File: src/rtl/gcd_pkg.sv
`timescale 1ns / 1ps
// Shared types, constants and helper functions for the great-circle distance unit.
// No dependencies; every other file imports this package.
package gcd_pkg;

    localparam int CORDIC_STAGES = 24;
    localparam int SQRT_STEPS    = 31;
    localparam int CW            = 34;
    localparam int SW            = 62;
    localparam int SQ_IN_W       = 61;
    localparam int SQ_OUT_W      = 31;

    typedef logic signed [CW-1:0] t_cw;

    typedef struct packed {
        t_cw x;
        t_cw y;
        t_cw z;
    } t_cordic_vec;

    typedef struct packed {
        logic [SW-1:0] rem;
        logic [SW-1:0] root;
    } t_sqrt_vec;

    localparam t_cw               INV_GAIN     = 34'sd652032874;
    localparam logic [31:0]       RAD_K        = 32'd4024455254;
    localparam logic signed [33:0] FULL_TURN   = 34'sd3600000000;
    localparam logic signed [33:0] TWO_TURNS   = 34'sd7200000000;
    localparam logic signed [33:0] HALF_TURN   = 34'sd1800000000;
    localparam logic signed [33:0] QUARTER_TURN = 34'sd900000000;
    localparam logic [30:0]       Q30_ONE      = 31'h4000_0000;

    // atan(2^-i) in Q4.30
    function automatic t_cw atan_q30(input logic [5:0] i);
        t_cw res;
        case (i)
            6'd0:    res = 34'sd843314857;
            6'd1:    res = 34'sd497837829;
            6'd2:    res = 34'sd263043837;
            6'd3:    res = 34'sd133525159;
            6'd4:    res = 34'sd67021687;
            6'd5:    res = 34'sd33543516;
            6'd6:    res = 34'sd16775851;
            6'd7:    res = 34'sd8388437;
            6'd8:    res = 34'sd4194283;
            6'd9:    res = 34'sd2097149;
            default: begin
                if (i inside {[6'd10:6'd30]}) res = t_cw'(1) <<< (6'd30 - i);
                else                          res = '0;
            end
        endcase
        return res;
    endfunction

endpackage

File: src/rtl/gcd_sqrt_cell.sv
`timescale 1ns / 1ps
// One digit step of a restoring integer square root, registered.
// Depends on gcd_pkg.
module gcd_sqrt_cell (
    input  logic               i_clk,
    input  logic [4:0]         i_step,
    input  gcd_pkg::t_sqrt_vec i_vec,
    output gcd_pkg::t_sqrt_vec o_vec
);
    import gcd_pkg::*;

    logic [SW-1:0] place;
    logic [SW-1:0] trial;
    t_sqrt_vec     n_vec;
    t_sqrt_vec     r_vec;

    always_comb begin
        place = SW'(1) << {(5'(SQRT_STEPS - 1) - i_step), 1'b0};
        trial = i_vec.root + place;
        if (i_vec.rem >= trial) begin
            n_vec.rem  = i_vec.rem - trial;
            n_vec.root = (i_vec.root >> 1) + place;
        end else begin
            n_vec.rem  = i_vec.rem;
            n_vec.root = i_vec.root >> 1;
        end
    end

    always_ff @(posedge i_clk) begin
        r_vec <= n_vec;
    end

    assign o_vec = r_vec;

endmodule

File: src/rtl/gcd_sqrt_chain.sv
`timescale 1ns / 1ps
// Row of SQRT_STEPS root cells giving the floor square root of a 61-bit value.
// Depends on gcd_pkg and gcd_sqrt_cell.
module gcd_sqrt_chain (
    input  logic                         i_clk,
    input  logic [gcd_pkg::SQ_IN_W-1:0]  i_n,
    output logic [gcd_pkg::SQ_OUT_W-1:0] o_root
);
    import gcd_pkg::*;

    t_sqrt_vec w_vec [SQRT_STEPS+1];

    assign w_vec[0].rem  = SW'(i_n);
    assign w_vec[0].root = '0;

    for (genvar g = 0; g < SQRT_STEPS; g++) begin : g_cell
        gcd_sqrt_cell u_cell (
            .i_clk  (i_clk),
            .i_step (5'(g)),
            .i_vec  (w_vec[g]),
            .o_vec  (w_vec[g+1])
        );
    end

    assign o_root = w_vec[SQRT_STEPS].root[SQ_OUT_W-1:0];

endmodule

File: config.mk
export PLATFORM = sky130hd
export DESIGN_NAME = gcd_sqrt_chain
export DESIGN_NICKNAME = d
export VERILOG_FILES = /design/src/rtl/gcd_pkg.sv /design/src/rtl/gcd_sqrt_cell.sv /design/src/rtl/gcd_sqrt_chain.sv
export SDC_FILE = /design/constraint.sdc
export NUM_CORES = 2
export LEC_CHECK = 0
export BUFFER_PORTS_ARGS = -buffer_cell sky130_fd_sc_hd__clkbuf_2
export CORE_UTILIZATION = 60
export CTS_CLUSTER_SIZE = 12
export DETAILED_ROUTE_END_ITERATION = 7
export PLACE_DENSITY = 0.76
export SKIP_CTS_REPAIR_TIMING = 1
export SLEW_MARGIN = 30
export SYNTH_ARGS = -nofsm -noshare
export SYNTH_HDL_FRONTEND = slang
export SYNTH_SLANG_ARGS = --single-unit
File: constraint.sdc
create_clock -name i_clk -period 7 [get_ports i_clk]
set_clock_uncertainty 0.05 [all_clocks]
set_input_delay 0.35 -clock i_clk [delete_from_list [all_inputs] [get_ports i_clk]]
set_output_delay 0.35 -clock i_clk [all_outputs]
set_load 0.02 [all_outputs]
# After elaboration in Yosys (flattened, before gate mapping)
# Cells that the tools add are included.
dict set report op_classes {
  n_addsub 90
  order_cmp 31
  mux 31
}
# op count
set ops {}
lappend ops {{$mux 124} 29}
lappend ops {{$ge 62x62->1} 30}
lappend ops {{$sub 62x62->62} 29}
lappend ops {{$mux 123} 1}
lappend ops {{$add 61x11->62 const B} 1}
lappend ops {{$add 61x13->62 const B} 1}
lappend ops {{$add 61x15->62 const B} 1}
lappend ops {{$add 61x17->62 const B} 1}
lappend ops {{$add 61x19->62 const B} 1}
lappend ops {{$add 61x21->62 const B} 1}
lappend ops {{$add 61x23->62 const B} 1}
lappend ops {{$add 61x25->62 const B} 1}
lappend ops {{$add 61x27->62 const B} 1}
lappend ops {{$add 61x29->62 const B} 1}
lappend ops {{$add 61x3->62 const B} 1}
lappend ops {{$add 61x31->62 const B} 1}
lappend ops {{$add 61x33->62 const B} 1}
lappend ops {{$add 61x35->62 const B} 1}
lappend ops {{$add 61x37->62 const B} 1}
lappend ops {{$add 61x39->62 const B} 1}
lappend ops {{$add 61x41->62 const B} 1}
lappend ops {{$add 61x43->62 const B} 1}
lappend ops {{$add 61x45->62 const B} 1}
lappend ops {{$add 61x47->62 const B} 1}
lappend ops {{43 further kinds} 43}
dict set report totals {
  regBits 3751
  elab_cells 243
}

# Depth between registers and ports, before layout
dict set report logic_depth {
  word_depth 3
  ltp_mapped 15
  ltp_nobuf 12
}

# By module
# A second synthesis with hierarchy kept.
dict set report hier_totals {
  cells_unflattened 53841
  area_unflattened_um2 396237.5
}
# module n_inst cells_per_inst area_per_inst_um2 seq_area_each_um2
set modules_own_cells {}
lappend modules_own_cells {{gcd_sqrt_cell (g_cell[0].u_cell ...)} 12 1661 12208.0 2482.4}
lappend modules_own_cells {{gcd_sqrt_cell (g_cell[23].u_cell ...)} 11 1811 13252.7 2482.4}
lappend modules_own_cells {{gcd_sqrt_cell (g_cell[11].u_cell)} 1 1778 13718.2 2482.4}
lappend modules_own_cells {{gcd_sqrt_cell (g_cell[22].u_cell)} 1 1771 13559.3 2482.4}
lappend modules_own_cells {{gcd_sqrt_cell (g_cell[30].u_cell)} 1 1849 13286.5 2482.4}
lappend modules_own_cells {{gcd_sqrt_cell (g_cell[9].u_cell)} 1 1745 12778.5 2482.4}
lappend modules_own_cells {{gcd_sqrt_cell (g_cell[4].u_cell)} 1 1699 12747.2 2482.4}
lappend modules_own_cells {{gcd_sqrt_cell (g_cell[3].u_cell)} 1 1749 12692.2 2482.4}
lappend modules_own_cells {{gcd_sqrt_cell (g_cell[2].u_cell)} 1 1719 12654.6 2482.4}
lappend modules_own_cells {{gcd_sqrt_cell (g_cell[10].u_cell)} 1 1676 12518.3 2482.4}
lappend modules_own_cells {gcd_sqrt_chain 1 2 7.5 0.0}

# Least setup slack after synthesis
# No wires, ideal clock.
dict set report synth_timing {
  path_type {flip-flop to flip-flop}
  start {register g_cell[25].u_cell.r_vec, in the netlist g_cell[25].u_cell.o_vec[35]}
  end {register g_cell[26].u_cell.r_vec, in the netlist g_cell[26].u_cell.o_vec[104]}
  arrival_time_ns 3.101
  t_required_ns 6.816
  slack_ns 3.715
  stages_incl_launch_ff 13
  path_buffers 2
  period_less_slack_ns 3.285
  path_cell_list {dfxtp_1 inv_1 ha_1 and2_1 or4_1 clkbuf_1 or3_1 or4_1 a21oi_1 or3_1 buf_2 nor4_1 xor2_1}
}
# item line
set synth_lines {}
lappend synth_lines {{start, declared} gcd_sqrt_cell.sv:15} ;# t_sqrt_vec r_vec;
lappend synth_lines {{start signal, assigned} gcd_sqrt_cell.sv:30} ;# r_vec <= n_vec;
lappend synth_lines {{end signal, assigned} gcd_sqrt_cell.sv:30}
lappend synth_lines {{end, declared} gcd_sqrt_cell.sv:15}

==> flow_summary.yaml <==
run_status:
  status: "completed"
power_and_ir_drop:
  cellPowerDensity_mw_per_mm2: 401
  p_leak_nw: 45.6
  peakVddDrop_v: 0.000289
yosys:
  synth_most_common_cell: "dfxtp_1"
  ys.warnings.count: 0
  ys_top_cells_by_count: "dfxtp_1, inv_1, nand2_1, nor2_1, a21oi_1"
  synth_cell_type_count: 97
  synth_area_leaders: "dfxtp_1, ha_1, xnor2_1"
  avgSynthCellArea_um2: 9.93
  seq_area_frac_synth: 0.526
  yosysTopAreaCell: "dfxtp_1"
  synth.top_cell.area_share: 0.526
  ys_async_sr_fraction: 0
  synthCells: 9023
  ys_ff_latch: 2356
  syn_area_mm2: 0.0896
  synth_edf_count: 0
  ys.flop_type: "dfxtp_1"
detailed_routing:
  num_vias: 65100
  drc_errors: 0
  wl_per_cell_um: 19.8
  drtPass1Iterations: 6
  drtAntennaViolNets: 0
  viasPerCell: 5.77
  first_iter_violations: 4356
  drt-total-wl_mm: 223
floorplan:
  chipHeight_um: 388
  io_pins: 93
  num_rows: 141
  initial_core_util: 0.605
  die_area_mm2: 0.151
  core_area_mm2: 0.148
  die_w_um: 388
finish:
  final_nets: 9834
  drive_gt1_frac: 0.0629
  fin_util: 0.673
  largest_reg_flops: 2356
  area_delta_synth_final_pct: 11.2
  diodes: 0
clock_network:
  cts_tree: "yes"
  cts.sinks: 2356
  cts_buffer_depth: 3
  clk_latency_ns: 0.87
  htree_levels: 4
  clk_pin_slew_worst_paths_ns: 0.06
  cts_buffers: 229
  clockRootBuffer: "clkbuf_16"
global_route:
  grt_start_max_net_pins: 63
  grt_util_met1: 0.367
  busiest_layer: "met2"
  grt_antenna_before_repair: 4
  gr-total-overflow: 0
  use_met2: 0.490
  grt_pass1_wl_mm: 347
  grtUsageMet3: 0.0422
  track_usage: 0.286
  grt_pass1_vias: 64200
timing:
  worst_slew_pin_slew_ns: 1.13
  setup_tns_ns: 0
  slew_headroom: 0.241
  min_period_over_period: 0.667
  postLayoutSetupSlackWorst_ns: 2.33
  fmax_mhz: 214
  hold_violations: 0
  period_needed_ns: 4.67
  hold_slack_ns: 0.0419
  slew_violations: 0
  rsz0062_at_grt: "no"
  finalSetupViolations: 0
worst_setup_path:
  critPathMaxFanout: 47
  end_kind: "register"
  critPathLaunchType: "register"
  critPathKind: "reg2reg"
  arrival_ns: 5.33
  worstPathRequired_ns: 7.67
placement:
  dpl.hpwl_mm: 167
  place_congestion: 0.963
  pre_cts_slack_ns: 2.42
  portBuffers: 92
worst_hold_path:
  min_path_type: "in2reg"
job:
  maxCapViolations: 0
## metrics by stage
stage / power, mW / area [um^2] / std cells
after detailed placement: 28.5 / 92100 / 10900
after global placement: 28.2 / 92000 / 10900
after floorplan: 25.4 / 89600 / 9024
final: 40.0 / 99700 / 11300
after global routing: 41.9 / 99700 / 11300
after CTS: 39.9 / 99000 / 11200
## cell usage in the layout (no fill, tap or decap), types with 31 or more instances in the layout
master            n
mux2_2           67
o21bai_1         60
and3_1           44
ha_1            523
a21oi_1         539
a21o_1          220
clkbuf_16       229
o31ai_1          50
nand2b_1         84
or3_1            97
o21a_1          111
dfxtp_1        2356
xnor2_1         465
xor2_1          358
nand3b_1         31
o21ai_0         433
nand3_1         136
nor4b_1          59
nor3_1          214
nand4_1         159
dlygate4sd3_1    64
clkbuf_2         92
a31oi_1          49
nor4_1          302
nor2_1          574
nor2b_1          76
clkbuf_1         36
buf_4            34
inv_1           664
or4_1            64
or2_2            39
nand2_1         613
## worst paths after layout
check / slack (ns) / cells after the start / from / endpoint
worst max register to register: 2.33 / 12 / g_cell[23].u_cell.o_vec[34] / g_cell[24].u_cell.o_vec[111]
worst min register to register: 0.25 / 0 / g_cell[26].u_cell.o_vec[10] / g_cell[27].u_cell.o_vec[9]
worst min-delay path: 0.04 / 2 / i_n[32] / g_cell[0].u_cell.o_vec[94]
worst max-delay path: 2.33 / 12 / g_cell[23].u_cell.o_vec[34] / g_cell[24].u_cell.o_vec[111]
## area by class of cell
cell class,instances,area (um^2)
clock buffers,290,6210
clock inverters,43,731
fillers,11100,48400
inverters,668,2510
multi-input cells,5801,39300
flip-flops and latches,2356,47200
well taps,1930,2410
repair buffers,193,1380
## per-layer routing
| layer | share of wire | vias up |
|---|---|---|
| li1 | - | 31800 |
| met1 | 0.43 | 31000 |
| met2 | 0.48 | 1818 |
| met3 | 0.052 | 440 |
| met4 | 0.032 | 0 |
| met5 | 0 | - |
## logic make-up (layout without fill, tap and decap cells)
logic type / count (synthesis) / after routing / synth area share
fa+ha+maj: 523 / 523 / 0.0730
compound gates: 1726 / 1726 / 0.120
simple gates: 2645 / 2645 / 0.153
xor+xnor: 823 / 823 / 0.0804
other cells: 1 / 2 / 0.0000419
buf+inv: 867 / 1194 / 0.0370
mux: 82 / 82 / 0.0103
flops: 2356 / 2356 / 0.526
## power breakdown
group	switching [mW]	internal, mW	leakage, nW	total (mW)
Sequential	2.69	16.3	19.7	19.0
Combinational	5.29	4.19	22.5	9.48
Clock	5.05	6.39	3.37	11.4
Total	13.0	26.9	45.6	40.0
## worst max-delay path, cell delays in order, from the launching register on
cell and delay, ns:
dfxtp_1 0.33, inv_1 0.05, ha_1 0.40, nand3_1 0.15
nor3_1 0.62, nand4_1 0.33, nor4_1 0.79, or4_4 0.27
nand3b_4 0.50, nor3b_1 0.25, buf_4 0.21, or3b_2 0.47
xnor2_1 0.13
Power figures use the tool's default switching activity.
